===== src/sv/rtpc_pkg.sv =====
// Package for the range to prefix cover block.
// Holds the item types and the shared adder operation codes; no dependencies.
package rtpc_pkg;

  // Fixed field widths of the items
  localparam int unsigned ValueW = 32;
  localparam int unsigned FreeW  = 6;

  // One interval to be covered
  typedef struct packed {
    logic [ValueW-1:0] low_value;
    logic [ValueW-1:0] high_value;
  } in_item_t;

  // One prefix of the cover, or the error marker
  typedef struct packed {
    logic [ValueW-1:0] block_base;
    logic [FreeW-1:0]  free_bits;
    logic              range_error;
    logic              last;
  } out_item_t;

  // Shared adder operations
  typedef enum logic [0:0] {
    ALU_ADD = 1'b0,
    ALU_SUB = 1'b1
  } alu_op_e;

endpackage : rtpc_pkg


===== src/sv/rtpc_alu.sv =====
// Shared add/subtract unit of the range to prefix cover block.
// Depends on rtpc_pkg for the operation codes.
module rtpc_alu #(
  parameter int unsigned Width = 33
) (
  input  rtpc_pkg::alu_op_e op_i,
  input  logic [Width-1:0]  a_i,
  input  logic [Width-1:0]  b_i,
  output logic [Width-1:0]  sum_o
);
  import rtpc_pkg::*;

  logic [Width-1:0] b_eff;
  logic             carry_in;

  // Subtract as a plus inverted b plus one
  always_comb begin
    unique case (op_i)
      ALU_ADD: begin
        b_eff    = b_i;
        carry_in = 1'b0;
      end
      ALU_SUB: begin
        b_eff    = ~b_i;
        carry_in = 1'b1;
      end
      default: begin
        b_eff    = b_i;
        carry_in = 1'b0;
      end
    endcase
  end

  assign sum_o = a_i + b_eff + Width'(carry_in);

endmodule : rtpc_alu


===== src/sv/rtpc_out_reg.sv =====
// Output register of the range to prefix cover block.
// Holds one result item until taken; depends on rtpc_pkg for the item type.
module rtpc_out_reg (
  input  logic                clk_i,
  input  logic                rst_ni,
  input  logic                push_i,
  input  rtpc_pkg::out_item_t data_i,
  output logic                free_o,
  output logic                out_valid_o,
  input  logic                out_ready_i,
  output rtpc_pkg::out_item_t out_item_o
);
  import rtpc_pkg::*;

  logic      valid_q, valid_d;
  out_item_t data_q;

  // Slot can take a new item when empty or being drained this cycle
  assign free_o = !valid_q || out_ready_i;

  always_comb begin
    valid_d = valid_q;
    if (push_i) begin
      valid_d = 1'b1;
    end else if (out_ready_i) begin
      valid_d = 1'b0;
    end
  end

  always_ff @(posedge clk_i or negedge rst_ni) begin
    if (!rst_ni) begin
      valid_q <= 1'b0;
    end else begin
      valid_q <= valid_d;
    end
  end

  // Payload, no reset
  always_ff @(posedge clk_i) begin
    if (push_i) begin
      data_q <= data_i;
    end
  end

  assign out_valid_o = valid_q;
  assign out_item_o  = data_q;

  // A push only ever lands in a free slot
  a_push_free: assert property (@(posedge clk_i) disable iff (!rst_ni)
    push_i |-> free_o)
    else $error("push into occupied output slot");

endmodule : rtpc_out_reg


===== src/sv/range_to_prefix_cover_top.sv =====
// Range to prefix cover: one interval in, the aligned prefixes covering it out.
// An item passes setup, a search for the top bit of the interval length one
// position at a time, placement of the pivot and the split of the lengths, then a
// walk down the bit positions, right block before left (one result per cycle at
// most), all through one shared adder; output stalls hold the walk. A reversed
// interval gives one error result. The next interval is taken once the last
// result sits in the output register. Depends on rtpc_pkg, rtpc_alu, rtpc_out_reg.
module range_to_prefix_cover_top #(
  parameter int unsigned VALUE_BITS = 32
) (
  input  logic               clk_i,
  input  logic               rst_ni,
  input  logic               in_valid_i,
  output logic               in_ready_o,
  input  rtpc_pkg::in_item_t in_item_i,
  output logic               out_valid_o,
  input  logic               out_ready_i,
  output rtpc_pkg::out_item_t out_item_o
);
  import rtpc_pkg::*;

  localparam int unsigned W    = VALUE_BITS + 1;
  localparam int unsigned IdxW = $clog2(VALUE_BITS + 1);

  typedef enum logic [10:0] {
    ST_IDLE  = 11'b000_0000_0001,
    ST_DIFF  = 11'b000_0000_0010,
    ST_INC   = 11'b000_0000_0100,
    ST_FIND  = 11'b000_0000_1000,
    ST_PIVOT = 11'b000_0001_0000,
    ST_LPREV = 11'b000_0010_0000,
    ST_LLEN  = 11'b000_0100_0000,
    ST_RLEN  = 11'b000_1000_0000,
    ST_WALKR = 11'b001_0000_0000,
    ST_WALKL = 11'b010_0000_0000,
    ST_ERR   = 11'b100_0000_0000
  } state_e;

  state_e          state_q, state_d;
  logic [IdxW-1:0] bit_q, bit_d;

  // Working values, no reset
  logic [W-1:0] low_q, high_q, len_q, rpos_q, lpos_q, rlen_q, llen_q;
  logic [W-1:0] len_d, rpos_d, lpos_d, rlen_d, llen_d;

  logic [W-1:0] hi_mask, size;
  alu_op_e      alu_op;
  logic [W-1:0] alu_a, alu_b, alu_sum;

  logic      push, slot_free;
  out_item_t push_data;

  assign hi_mask = {W{1'b1}} << bit_q;
  assign size    = W'(1) << bit_q;

  assign in_ready_o = (state_q == ST_IDLE);

  // Shared adder
  rtpc_alu #(
    .Width(W)
  ) u_alu (
    .op_i (alu_op),
    .a_i  (alu_a),
    .b_i  (alu_b),
    .sum_o(alu_sum)
  );

  // Sequencer and operand selection
  always_comb begin
    state_d   = state_q;
    bit_d     = bit_q;
    len_d     = len_q;
    rpos_d    = rpos_q;
    lpos_d    = lpos_q;
    rlen_d    = rlen_q;
    llen_d    = llen_q;
    alu_op    = ALU_ADD;
    alu_a     = '0;
    alu_b     = '0;
    push      = 1'b0;
    push_data = '0;

    unique case (state_q)
      ST_IDLE: begin
        if (in_valid_i) begin
          state_d = ST_DIFF;
        end
      end
      // high - low; sign bit flags a reversed interval
      ST_DIFF: begin
        alu_op = ALU_SUB;
        alu_a  = high_q;
        alu_b  = low_q;
        len_d  = alu_sum;
        state_d = alu_sum[W-1] ? ST_ERR : ST_INC;
      end
      ST_INC: begin
        alu_a   = len_q;
        alu_b   = W'(1);
        len_d   = alu_sum;
        bit_d   = IdxW'(VALUE_BITS);
        state_d = ST_FIND;
      end
      // Top set bit of the length, one position a cycle
      ST_FIND: begin
        if (len_q[bit_q]) begin
          state_d = ST_PIVOT;
        end else begin
          bit_d = bit_q - 1'b1;
        end
      end
      // Round low up to the alignment of the top length bit
      ST_PIVOT: begin
        alu_a   = low_q;
        alu_b   = ~hi_mask;
        rpos_d  = alu_sum & hi_mask;
        state_d = ST_LPREV;
      end
      ST_LPREV: begin
        alu_op  = ALU_SUB;
        alu_a   = rpos_q;
        alu_b   = W'(1);
        lpos_d  = alu_sum;
        state_d = ST_LLEN;
      end
      ST_LLEN: begin
        alu_op  = ALU_SUB;
        alu_a   = rpos_q;
        alu_b   = low_q;
        llen_d  = alu_sum;
        state_d = ST_RLEN;
      end
      ST_RLEN: begin
        alu_op  = ALU_SUB;
        alu_a   = len_q;
        alu_b   = llen_q;
        rlen_d  = alu_sum;
        state_d = ST_WALKR;
      end
      // Block right of the pivot at this position
      ST_WALKR: begin
        alu_a = rpos_q;
        alu_b = size;
        if (rlen_q[bit_q]) begin
          if (slot_free) begin
            push                  = 1'b1;
            push_data.block_base  = ValueW'((rpos_q & hi_mask) & {1'b0, {VALUE_BITS{1'b1}}});
            push_data.free_bits   = FreeW'(bit_q);
            push_data.last        = ((rlen_q & ~size) == '0) && (llen_q == '0);
            rpos_d                = alu_sum;
            rlen_d                = rlen_q & ~size;
            state_d               = push_data.last ? ST_IDLE : ST_WALKL;
          end
        end else begin
          state_d = ST_WALKL;
        end
      end
      // Block left of the pivot, then step down a position
      ST_WALKL: begin
        alu_op = ALU_SUB;
        alu_a  = lpos_q;
        alu_b  = size;
        if (llen_q[bit_q]) begin
          if (slot_free) begin
            push                  = 1'b1;
            push_data.block_base  = ValueW'((lpos_q & hi_mask) & {1'b0, {VALUE_BITS{1'b1}}});
            push_data.free_bits   = FreeW'(bit_q);
            push_data.last        = (rlen_q == '0) && ((llen_q & ~size) == '0);
            lpos_d                = alu_sum;
            llen_d                = llen_q & ~size;
            bit_d                 = bit_q - 1'b1;
            state_d               = push_data.last ? ST_IDLE : ST_WALKR;
          end
        end else begin
          bit_d   = bit_q - 1'b1;
          state_d = ST_WALKR;
        end
      end
      ST_ERR: begin
        if (slot_free) begin
          push                  = 1'b1;
          push_data.range_error = 1'b1;
          push_data.last        = 1'b1;
          state_d               = ST_IDLE;
        end
      end
      default: begin
        state_d = ST_IDLE;
      end
    endcase
  end

  // Control state
  always_ff @(posedge clk_i or negedge rst_ni) begin
    if (!rst_ni) begin
      state_q <= ST_IDLE;
      bit_q   <= '0;
    end else begin
      state_q <= state_d;
      bit_q   <= bit_d;
    end
  end

  // Working values; inputs masked to the value width on capture
  always_ff @(posedge clk_i) begin
    if (in_valid_i && in_ready_o) begin
      low_q  <= {1'b0, in_item_i.low_value[VALUE_BITS-1:0]};
      high_q <= {1'b0, in_item_i.high_value[VALUE_BITS-1:0]};
    end
    len_q  <= len_d;
    rpos_q <= rpos_d;
    lpos_q <= lpos_d;
    rlen_q <= rlen_d;
    llen_q <= llen_d;
  end

  rtpc_out_reg u_out_reg (
    .clk_i      (clk_i),
    .rst_ni     (rst_ni),
    .push_i     (push),
    .data_i     (push_data),
    .free_o     (slot_free),
    .out_valid_o(out_valid_o),
    .out_ready_i(out_ready_i),
    .out_item_o (out_item_o)
  );

  a_state_onehot: assert property (@(posedge clk_i) disable iff (!rst_ni)
    $onehot(state_q))
    else $error("sequencer state not one-hot");

  a_accept_starts: assert property (@(posedge clk_i) disable iff (!rst_ni)
    (in_valid_i && in_ready_o) |=> (state_q == ST_DIFF))
    else $error("accepted item did not start the sequence");

  a_error_last: assert property (@(posedge clk_i) disable iff (!rst_ni)
    (push && push_data.range_error) |-> (push_data.last && push_data.free_bits == '0))
    else $error("error result malformed");

  a_free_range: assert property (@(posedge clk_i) disable iff (!rst_ni)
    push |-> (push_data.free_bits <= FreeW'(VALUE_BITS)))
    else $error("prefix wider than the value width");

  a_walk_idx: assert property (@(posedge clk_i) disable iff (!rst_ni)
    (state_q == ST_WALKR || state_q == ST_WALKL) |-> (bit_q <= IdxW'(VALUE_BITS)))
    else $error("walk position out of range");

endmodule : range_to_prefix_cover_top


===== config.mk =====
export PLATFORM = sky130hd
export DESIGN_NAME = range_to_prefix_cover_top
export DESIGN_NICKNAME = d
export VERILOG_FILES = /design/src/sv/rtpc_pkg.sv /design/src/sv/rtpc_alu.sv /design/src/sv/rtpc_out_reg.sv /design/src/sv/range_to_prefix_cover_top.sv
export SDC_FILE = /design/constraint.sdc
export NUM_CORES = 1
export LEC_CHECK = 0
export BUFFER_PORTS_ARGS = -buffer_cell sky130_fd_sc_hd__buf_2
export CAP_MARGIN = 20
export CORE_ASPECT_RATIO = 1.5
export CORE_UTILIZATION = 40
export CTS_BUF_LIST = sky130_fd_sc_hd__clkbuf_4 sky130_fd_sc_hd__clkbuf_8
export CTS_CLUSTER_SIZE = 14
export DETAILED_ROUTE_END_ITERATION = 12
export HOLD_SLACK_MARGIN = 0.06
export PLACE_DENSITY = 0.6
export SLEW_MARGIN = 30
export SYNTH_ARGS = -nofsm -noshare
export SYNTH_HDL_FRONTEND = slang
export SYNTH_SLANG_ARGS = --single-unit

===== constraint.sdc =====
create_clock -name clk_i -period 5.15 [get_ports clk_i]
set_input_delay 0.7725 -clock clk_i [delete_from_list [all_inputs] [get_ports clk_i]]
set_output_delay 0.7725 -clock clk_i [all_outputs]
set_load 0.005 [all_outputs]

==> results of run 1 <==
## cells in the final DEF (no fill, tap or decap), drive strengths merged, types with 8 or more instances in the layout
| cell type | Yosys | routed |
|---|---|---|
| buf | 14 | 292 |
| edfxtp | 269 | 269 |
| nand2 | 181 | 181 |
| o21ai | 124 | 124 |
| a21oi | 63 | 63 |
| clkbuf | 94 | 61 |
| nor2 | 60 | 60 |
| nor3 | 53 | 53 |
| a22oi | 47 | 47 |
| xnor2 | 38 | 38 |
| ha | 37 | 37 |
| nand3 | 37 | 37 |
| inv | 35 | 34 |
| a222oi | 32 | 32 |
| mux4 | 30 | 30 |
| xor2 | 30 | 30 |
| nor4 | 28 | 28 |
| a221oi | 28 | 28 |
| nand4 | 26 | 26 |
| a21o | 26 | 26 |
| mux2i | 22 | 22 |
| clkinv | 0 | 21 |
| a32oi | 19 | 19 |
| dfrtp | 17 | 17 |
| a21boi | 16 | 16 |
| nand2b | 15 | 15 |
| and3 | 15 | 15 |
| or3 | 10 | 10 |
| nor2b | 9 | 9 |
| o21a | 9 | 9 |
| or4 | 9 | 9 |
| o21bai | 8 | 8 |
## metal layers
layer  up-vias  GRT usage, %  wire length [um]
met3       196          3.90              4350
met5         -             0                 0
met4         0          16.5              3470
met2       785          51.8             30900
met1      6958          33.8             22200
li1       6328             -                 -
## flip-flops by register name, summed over array words and instances (netlist names)
| signal | cells |
|---|---|
| u_out_reg.out_item_o | 40 |
| len_q | 33 |
| llen_q | 33 |
| lpos_q | 33 |
| rlen_q | 33 |
| rpos_q | 33 |
| high_q | 32 |
| low_q | 32 |
| state_q | 11 |
| bit_q | 6 |
| u_out_reg.out_valid_o | 1 |
## logic make-up (layout without fill, tap and decap cells)
family	count (synthesis)	in the layout
compound gates	423	423
xor+xnor	68	68
fa+ha+maj	38	38
buf+inv	143	412
flops	287	287
mux	56	56
other cells	0	1
simple gates	480	480
## worst reg2reg max path, stage by stage, from the launching register on
cell,delay [ps]
dfrtp_1,410
or4_4,560
nor2_1,150
and3_1,240
buf_4,190
nand2_1,60
o21ai_0,70
a221oi_1,80
xor2_1,190
ha_1,330
buf_4,130
nand4_1,170
or4_1,480
o31a_1,190
o21a_1,310
o31ai_4,470
o21ai_1,140
a21oi_1,360
a211oi_1,120
## repair_timing
action / in CTS / in global routing
setup endpoints to repair: 22 / 52
hold endpoints to repair: 0 / 0
cloned: 0 / 0
pin swaps: 0 / 3
gates resized for setup: 6 / 17
## stage by stage
stage / cells / utilization [%]
finish: 2271 / 49.3
floorplan: 1495 / -
CTS: 2269 / 49.0
global route: 2271 / 49.3
detailed placement: 2184 / 46.4
global placement: 2184 / 46.4
## how the worst max path moves through the flow
stage / startpoint / to / slack [ps]
after floorplan: bit_q[0]$_DFFE_PN0P_ / rpos_q[18]$_DFFE_PP_ / 10
after global placement: state_q[2]$_DFFE_PN0P_ / rlen_q[32]$_DFFE_PP_ / -300
after detailed placement: state_q[2]$_DFFE_PN0P_ / llen_q[32]$_DFFE_PP_ / -400
after CTS: state_q[2]$_DFFE_PN0P_ / llen_q[32]$_DFFE_PP_ / 30
after global routing: state_q[2]$_DFFE_PN0P_ / rlen_q[29]$_DFFE_PP_ / -10
final: state_q[2]$_DFFE_PN0P_ / rpos_q[25]$_DFFE_PP_ / 190
## final cells by class
type | count | area share (%)
sequential | 287 | 42.9
multi-input combinational | 1065 | 37.7
timing repair buffer | 292 | 10.5
clock buffer | 61 | 3.97
tap | 506 | 3.19
clock inverter | 24 | 1.05
inverter | 35 | 0.661
antenna | 1 | 0.0126
## report_power, final
part           leakage [nW]  internal (mW)  switching (mW)
clock                 0.529           1.20           0.969
combinational          4.26           2.12            3.25
sequential             2.72           3.30           0.207
==> impl_metrics.json, run 1 <==
{
  "cts_setup_buffers": 0,
  "numCtsBuffers": 47,
  "synthTopCellsByArea": "edfxtp_1 49%, nand2_1 4.1%, mux4_2 4.1%, o21ai_0 3.7%, ha_1 2.8%",
  "irDropWorstVdd_mv": 0.228,
  "setup_viol_count_final": 0,
  "fin_skew_ps": 22.3,
  "cts_tree": "yes",
  "critPathRequiredTime_ps": 5440,
  "fin_hold_ws_ps": 125,
  "synth_flop_cell": "edfxtp_1",
  "hold_viol": 0,
  "drive_gt1_share_pct": 25.2,
  "grt_antenna_before_repair": 1,
  "synth_top_family_by_area": "compound AO/OA/AOI/OAI gates",
  "timing.final.crit_share_pct": 96.3,
  "fin_crit_ps": 4960,
  "grt_pass1_vias": 14500,
  "synth_xor_xnor_area_share_pct": 3.64,
  "vias_per_cell": 6.28,
  "synth_fa_ha_area_share_pct": 2.95,
  "design.die.area_um2": 41800,
  "postSynth.asyncResetShare_pct": 6.27,
  "crit_top_cell": "buf_4",
  "synth_most_common_cell": "edfxtp_1",
  "design_area_um2": 19900,
  "ios": 110,
  "syn_to_final_growth_pct": 21.3,
  "synth.top_cell.area_share_pct": 49.3,
  "io_buffer_count": 109,
  "fmax_mhz": 202,
  "synthesis.nets": 1601,
  "num_rows": 90,
  "clk_pin_slew_worst_paths_ps": 60,
  "place_area_um2": 18700,
  "slew_violations": 0,
  "die_width_um": 167,
  "critPathArrivalTime_ps": 5250,
  "ys_types": 68,
  "vias": 14300,
  "place.gp.congestion": 0.984,
  "netlist_instances": 1495,
  "die_h_um": 250,
  "slowest_stage": "or4_4",
  "synth_sequential_area_ratio_pct": 52.1,
  "slew_headroom_pct": 32.5,
  "overflow": 0,
  "synthMuxAreaShare_pct": 5.75,
  "setup_ws_ps": 189,
  "ff2ff_path_depth": 18,
  "setup_tns_ps": 0,
  "hp-class": "in -> async",
  "r2r_start": "state_q[2]$_DFFE_PN0P_",
  "synth_edf_count": 269,
  "synth_compound_area_share_pct": 17.7,
  "synth.avg_cell_area_um2": 11.0,
  "track_usage_pct": 29.2,
  "reg2reg_to": "rpos_q[25]$_DFFE_PP_",
  "yosys-top-cells-count": "269 x edfxtp_1, 181 x nand2_1, 120 x o21ai_0",
  "first_iter_violations": 1719,
  "cp_num_cells": 18,
  "core-area_um2": 40300,
  "powerDensity_nw_per_um2": 556,
  "cp_num_buf_inv": 2,
  "clk_latency_ps": 600,
  "outcome": "finished clean",
  "crit_chain": "or4_4 -> nor2_1 -> and3_1 -> buf_4 -> nand2_1 -> o21ai_0 -> a221oi_1 -> xor2_1 -> ha_1 -> buf_4 -> nand4_1 -> or4_1 -> o31a_1 -> o21a_1 -> o31ai_4 -> o21ai_1 -> a21oi_1 -> a211oi_1",
  "cts_hold_buf": 0,
  "h-tree-depth": 2,
  "post-place-ws_ps": -403,
  "nFillCells": 3793,
  "clkSinkCount": 287,
  "power_mw": 11.0,
  "cp_slowest_stage_delay_ps": 560,
  "yosysTopAreaCell": "edfxtp_1",
  "grt_pass1_wl_um": 90900,
  "synth-seq-cells": 287,
  "cp-start-kind": "register",
  "wl_per_cell_um": 26.8,
  "drt_wl_total_um": 61000,
  "regToRegSetupSlack_ps": 190,
  "end_kind": "register",
  "cpLargestDelayFamily": "compound AO/OA/AOI/OAI gates",
  "critical_path_class": "reg -> reg",
  "hpwl_um": 45400,
  "drc": 0,
  "final_nets": 1834,
  "worst_pin_slew_ps": 1010,
  "start_util_pct": 40.6,
  "yosys.area_share.simple_pct": 14.5,
  "grt_max_degree": 65,
  "dr.pass1.iters": 8,
  "multiInputGateArea_um2": 7480,
  "cts_root_buf": "clkbuf_8",
  "clk_path_buf_depth": 3,
  "yosysWarnings": 0,
  "p_leak_nw": 7.51,
  "cp_max_fo": 6,
  "synthesis.area_um2": 16400,
  "final_antenna_net_count": 0,
  "cap_violations": 0,
  "seq_area_um2": 8530
}
Power figures use the tool's default switching activity.
==> inputs of run 2 (changes only) <==
--- a/config.mk
+++ b/config.mk
@@ -8,12 +8,12 @@
 export BUFFER_PORTS_ARGS = -buffer_cell sky130_fd_sc_hd__buf_2
 export CAP_MARGIN = 20
 export CORE_ASPECT_RATIO = 1.5
-export CORE_UTILIZATION = 40
+export CORE_UTILIZATION = 57
 export CTS_BUF_LIST = sky130_fd_sc_hd__clkbuf_4 sky130_fd_sc_hd__clkbuf_8
 export CTS_CLUSTER_SIZE = 14
 export DETAILED_ROUTE_END_ITERATION = 12
 export HOLD_SLACK_MARGIN = 0.06
-export PLACE_DENSITY = 0.6
+export PLACE_DENSITY = 0.8
 export SLEW_MARGIN = 30
 export SYNTH_ARGS = -nofsm -noshare
 export SYNTH_HDL_FRONTEND = slang
==> run 2 against run 1 <==
Global-route usage is 11 points higher. Sequential share of layout area is 0.66 points higher. Critical endpoint is now rlen_q[32]$_DFFE_PP_. Clock skew is 19 ps higher. Total power is 3.3% lower. Register-to-register slack worse by 60 ps. Core utilization is 20 points higher. Via count is 4.5% higher. Die area is 30% lower. Non-clock buffer count is 13 higher.
==> impl_metrics.json, run 2 (synthesis results as in run 1) <==
{
  "seq_area_um2": 8530,
  "hold_viol": 0,
  "cts_root_buf": "clkbuf_8",
  "ios": 110,
  "worst_pin_slew_ps": 934,
  "setup_tns_ps": 0,
  "final_cell_mix": "269 x edfxtp_1, 184 x buf_4, 181 x nand2_1",
  "grt_max_degree": 65,
  "core-area_um2": 28200,
  "final_common_cell": "edfxtp_1",
  "cts_tree": "yes",
  "diodes": 0,
  "design.die.area_um2": 29400,
  "largest_reg_flops": 40,
  "critPathArrivalTime_ps": 5460,
  "io_buffer_count": 109,
  "wl_per_cell_um": 27.6,
  "first_iter_violations": 2164,
  "drive_gt1_share_pct": 25.2,
  "num_rows": 75,
  "vias": 14900,
  "fin_crit_ps": 5020,
  "vias_per_cell": 7.03,
  "critPathRequiredTime_ps": 5590,
  "syn_to_final_growth_pct": 19.5,
  "critical_path_class": "reg -> reg",
  "cp-start-kind": "register",
  "slew_violations": 0,
  "fin_skew_ps": 41.5,
  "nFillCells": 2068,
  "track_usage_pct": 40.2,
  "outcome": "finished clean",
  "drt_wl_total_um": 58500,
  "clk_pin_slew_worst_paths_ps": 70,
  "fmax_mhz": 199,
  "die_width_um": 140,
  "fin_util_pct": 69.5,
  "numCtsBuffers": 45,
  "clkSinkCount": 287,
  "final_nets": 1845,
  "cts_hold_buf": 0,
  "highest_layer": "met4",
  "m1WireLength_um": 19600,
  "start_util_pct": 58.2,
  "h-tree-depth": 2,
  "clk_latency_ps": 620,
  "cap_violations": 0,
  "place.gp.congestion": 1.06,
  "hp-class": "in -> async",
  "final_antenna_net_count": 0,
  "die_h_um": 210,
  "p_leak_nw": 7.46,
  "clk_path_buf_depth": 3,
  "slew_headroom_pct": 37.8,
  "routed-wl-met3_um": 5850,
  "multiInputGateArea_um2": 7460,
  "grt_pass1_wl_um": 87300,
  "dr.pass1.iters": 7,
  "timing.final.crit_share_pct": 97.5,
  "end_kind": "register",
  "drc": 0,
  "setup_viol_count_final": 0,
  "overflow": 0,
  "cp_max_fo": 9,
  "powerDensity_nw_per_um2": 546,
  "grt_antenna_before_repair": 0,
  "grt_pass1_vias": 15000,
  "irDropWorstVdd_mv": 0.292,
  "hpwl_um": 42500,
  "met2_length_um": 28400
}
## run 2: changes by cell type in the layout (fill, tap and decap cells not counted), moves of 3 or more
cell / before / now
clkbuf_8: 53 / 45
clkinvlp_4: 0 / 4
buf_12: 12 / 9
clkbuf_4: 8 / 13
bufinv_16: 4 / 1
buf_4: 170 / 184
clkinv_2: 10 / 5
## run 2: routing by layer
layer / global-route usage, % / vias up
met5: 0 / -
met4: 31.0 / 0
met3: 6.98 / 312
met2: 67.5 / 1162
met1: 45.7 / 7099
li1: - / 6333
## run 2: final timing paths
check / startpoint / end / slack (ps) / cells past startpoint
setup / recovery: state_q[4]$_DFFE_PN0P_ / rlen_q[32]$_DFFE_PP_ / 130 / 17
hold / removal: rst_ni / bit_q[4]$_DFFE_PN0P_ / 90 / 1
setup reg to reg: state_q[4]$_DFFE_PN0P_ / rlen_q[32]$_DFFE_PP_ / 130 / 17
hold reg to reg: state_q[6]$_DFFE_PN0P_ / state_q[6]$_DFFE_PN0P_ / 630 / 2
max in group asynchronous: rst_ni / state_q[0]$_DFFE_PN1P_ / 4710 / 1
min in group clk_i: in_item_i[10] / high_q[10]$_DFFE_PP_ / 320 / 1
## run 2: cell type report
cell class              count  area share [%]
clock buffers              58            3.66
inverters                  35           0.691
multi-input cells        1065            38.1
flip-flops and latches    287            43.6
clock inverters            23           0.703
well taps                 346            2.21
repair buffers            305            11.0
## run 2: critical path, stage by stage, from the launching register on
cell	delay (ps)
dfrtp_1	390
or4_1	670
nor4_4	400
buf_4	200
a211oi_4	80
xor2_1	240
fa_1	450
a21o_1	240
a221oi_4	360
or3_4	220
a311oi_2	120
a2111oi_1	290
buf_4	190
o31a_1	210
o21ai_1	110
nand2_1	130
mux2_2	390
a31oi_1	190
## run 2: report_power, final
group | leakage, nW | internal, mW | switching, mW
registers | 2.72 | 3.31 | 0.205
logic | 4.29 | 2.06 | 3.20
clock network | 0.444 | 0.964 | 0.936
total | 7.46 | 6.34 | 4.35
## run 2: through the flow
| step | power (mW) | instance area, um2 | hold slack, ps | setup slack [ps] | cells |
|---|---|---|---|---|---|
| after floorplan | 6.42 | 16400 | 477 | 12.5 | 1495 |
| after global placement | 8.45 | 18500 | 613 | 44.0 | 2032 |
| after detailed placement | 8.58 | 18500 | 614 | -150 | 2032 |
| after CTS | 10.5 | 19400 | 80.2 | 10.9 | 2113 |
| after global routing | 11.1 | 19600 | 119 | -38.3 | 2119 |
| final | 10.7 | 19600 | 94.1 | 127 | 2119 |
## run 2: timing repair
action                     CTS  global route
setup buffers                0             6
gates resized for setup      5            24
setup endpoints to repair   11            45
pin swaps                    1             4
cloned                       0             0
==> inputs of run 3 (changes only) <==
--- a/config.mk
+++ b/config.mk
@@ -5,6 +5,7 @@
 export SDC_FILE = /design/constraint.sdc
 export NUM_CORES = 1
 export LEC_CHECK = 0
+export ABC_AREA = 1
 export BUFFER_PORTS_ARGS = -buffer_cell sky130_fd_sc_hd__buf_2
 export CAP_MARGIN = 20
 export CORE_ASPECT_RATIO = 1.5
==> run 3 against run 2 <==
Non-clock buffer count is 107 lower. First-iteration DRC count is 4.7% higher. Final cell count is 21% higher. Synthesized cell count is 31% higher. Cell area hardly changed. Sequential cell count stayed put. Clock skew is 2.2 ps lower. Combinational power is 20% lower. Wire length is 29% higher. Synthesized area is 4.7% higher.
==> impl_metrics.json, run 3 <==
{
  "outcome": "finished clean",
  "cts_tree": "yes",
  "ys_types": 62,
  "design.die.area_um2": 30800,
  "vias": 17000,
  "grt_pass1_wl_um": 108000,
  "num_rows": 77,
  "slew_headroom_pct": 31.1,
  "grt_max_degree": 53,
  "critical_path_class": "reg -> reg",
  "drc": 0,
  "synthMuxAreaShare_pct": 0,
  "synth.top_cell.area_share_pct": 47.1,
  "ff2ff_path_depth": 28,
  "syn_to_final_growth_pct": 14.2,
  "synth_most_common_cell": "nand2_1",
  "postSynth.asyncResetShare_pct": 6.27,
  "regToRegSetupSlack_ps": 70,
  "end_kind": "register",
  "final_nets": 2236,
  "clk_pin_slew_worst_paths_ps": 70,
  "irDropWorstVdd_mv": 0.268,
  "multiInputGateArea_um2": 7520,
  "cts_root_buf": "clkbuf_8",
  "io_buffer_count": 109,
  "cp-start-kind": "register",
  "hp-class": "in -> async",
  "crit_top_cell": "nand2_1",
  "wl_per_cell_um": 29.5,
  "p_int_mw": 5.57,
  "slowest_stage": "nand4_1",
  "start_util_pct": 58.1,
  "timing.final.crit_share_pct": 98.7,
  "final_cell_mix": "477 x nand2_1, 269 x edfxtp_1, 192 x nor2_1",
  "worst_pin_slew_ps": 1030,
  "place.gp.congestion": 1.07,
  "clkPwrFrac_pct": 21.7,
  "sequentialPowerShare_pct": 35.2,
  "clk_path_buf_depth": 3,
  "fin_crit_ps": 5080,
  "critPathRequiredTime_ps": 5500,
  "hold_viol": 0,
  "critPathArrivalTime_ps": 5430,
  "r2r_start": "state_q[10]$_DFFE_PN0P_",
  "synth_fa_ha_area_share_pct": 2.82,
  "track_usage_pct": 50.1,
  "fin_util_pct": 66.4,
  "power.switching_mw": 4.29,
  "swShare_pct": 43.5,
  "numCtsBuffers": 46,
  "clk_latency_ps": 630,
  "yosysTopAreaCell": "edfxtp_1",
  "clkSinkCount": 287,
  "cp_slowest_stage_delay_ps": 580,
  "synthesis.area_um2": 17100,
  "synth_edf_count": 269,
  "hpwl_um": 53900,
  "grt_antenna_before_repair": 2,
  "core-area_um2": 29500,
  "overflow": 0,
  "grt_pass1_vias": 16800,
  "fin_skew_ps": 39.4,
  "power_frac_comb_pct": 43.0,
  "synthesis.nets": 2064,
  "synth_xor_xnor_area_share_pct": 2.93,
  "synth_flop_cell": "edfxtp_1",
  "reg2reg_to": "rlen_q[24]$_DFFE_PP_",
  "ios": 110,
  "fmax_mhz": 197,
  "setup_viol_count_final": 0,
  "cp_max_fo": 12,
  "die_width_um": 144,
  "synthTopCellsByArea": "edfxtp_1 47%, nand2_1 10%, nor2_1 4.2%, inv_1 4.2%, o21ai_0 3.7%",
  "yosys.area_share.simple_pct": 22.1,
  "vias_per_cell": 6.62,
  "largest_reg_flops": 40,
  "synth_top_family_by_area": "simple AND/OR/NAND/NOR gates",
  "synth-seq-cells": 287,
  "post-place-ws_ps": 354,
  "seq_area_um2": 8530,
  "synth_compound_area_share_pct": 15.8,
  "final_common_cell": "nand2_1",
  "powerDensity_nw_per_um2": 504,
  "final_antenna_net_count": 0,
  "yosys-top-cells-count": "477 x nand2_1, 269 x edfxtp_1, 194 x nor2_1",
  "dr.pass1.iters": 6,
  "setup_ws_ps": 69.4,
  "cap_violations": 0,
  "yosysWarnings": 0,
  "slew_violations": 0,
  "h-tree-depth": 2,
  "synth.avg_cell_area_um2": 8.75,
  "netlist_instances": 1958,
  "die_h_um": 214,
  "p_leak_nw": 8.05,
  "drt_wl_total_um": 75600,
  "drive_gt1_share_pct": 17.6,
  "first_iter_violations": 2265,
  "nFillCells": 2453,
  "synth_sequential_area_ratio_pct": 49.8
}
==> run 3: cell types whose count changed after synthesis, moves of 26 or more <==
cell	delta
nand2_1	+296
inv_1	+155
nor2_1	+134
clkbuf_1	-55
nand3_1	+51
a21oi_1	+47
a22oi_1	-46
nor3_1	-39
a222oi_1	-32
xnor2_1	-31
mux4_2	-30
a221oi_1	+26
==> run 3: kinds of logic (layout without fill, tap and decap cells) <==
kind of cell / count (synthesis) / count (layout)
flip-flops: 287 / 287
XOR/XNOR: 53 / 53
adder cells (fa/ha/maj): 38 / 38
other: 0 / 2
AO/OA/AOI/OAI: 423 / 423
buffers and inverters: 286 / 496
AND/OR/NAND/NOR: 871 / 871
==> run 3: repair_timing <==
action,4_1_cts,5_1_grt
resized for setup,0,3
hold buffers,0,0
setup buffers,0,1
endpoints found under the setup margin,0,16
==> run 3: how the worst max path moves through the flow <==
stage	start	endpoint	slack, ps	depth (start not counted)
after global placement	bit_q[4]$_DFFE_PN0P_	rlen_q[30]$_DFFE_PP_	260	19
after detailed placement	bit_q[4]$_DFFE_PN0P_	llen_q[30]$_DFFE_PP_	350	19
after global routing	state_q[10]$_DFFE_PN0P_	rlen_q[24]$_DFFE_PP_	-190	28
after floorplan	out_ready_i	u_out_reg.out_item_o[0]$_DFFE_PP_	800	2
after CTS	bit_q[4]$_DFFE_PN0P_	llen_q[30]$_DFFE_PP_	340	19
final	state_q[10]$_DFFE_PN0P_	rlen_q[24]$_DFFE_PP_	70	28
==> run 3: worst max-delay path, delay by kind of cell, from the launching register on <==
family / cells / cell delay, ps
fa+ha+maj: 1 / 460
compound gates: 3 / 720
flops: 1 / 430
simple gates: 20 / 2790
buf+inv: 4 / 400
==> run 3: routing by layer <==
metal	vias up	share of wire [%]	global-route usage [%]	wire length, um
li1	7149	-	-	-
met1	7851	31	53.8	23400
met2	1508	45	76.7	34000
met3	465	13	15.6	9650
met4	0	11	48.5	8580
met5	-	0	0	0
==> run 3: per-stage QoR <==
stage          hold WS [ps]  std cells  instance area [um2]  total power, mW  TNS, ps
6_report                130       2565                19600             9.86        0
5_1_grt                 149       2564                19600             10.1    -1140
4_1_cts                 127       2562                19500             9.57        0
3_5_place_dp            525       2476                18600             7.47        0
3_3_place_gp            524       2476                18600             7.38        0
2_1_floorplan           477       1958                17100             5.87        0
==> run 3: layout make-up <==
cell class | count | share of cell area [%]
Antenna cell | 2 | 0.0256
Clock buffer | 60 | 3.84
Clock inverter | 26 | 1.08
Inverter | 212 | 4.08
Multi-Input combinational cell | 1385 | 38.4
Sequential cell | 287 | 43.6
Tap cell | 395 | 2.52
Timing Repair Buffer | 198 | 6.46
==> run 3: power by group through the flow <==
stage	clock [mW]	sequential, mW	combinational (mW)
final	2.14	3.47	4.24
after global routing	2.21	3.48	4.45
after detailed placement	0	3.50	3.97
after CTS	2.12	3.46	3.99
after floorplan	0	3.42	2.45
after global placement	0	3.50	3.88
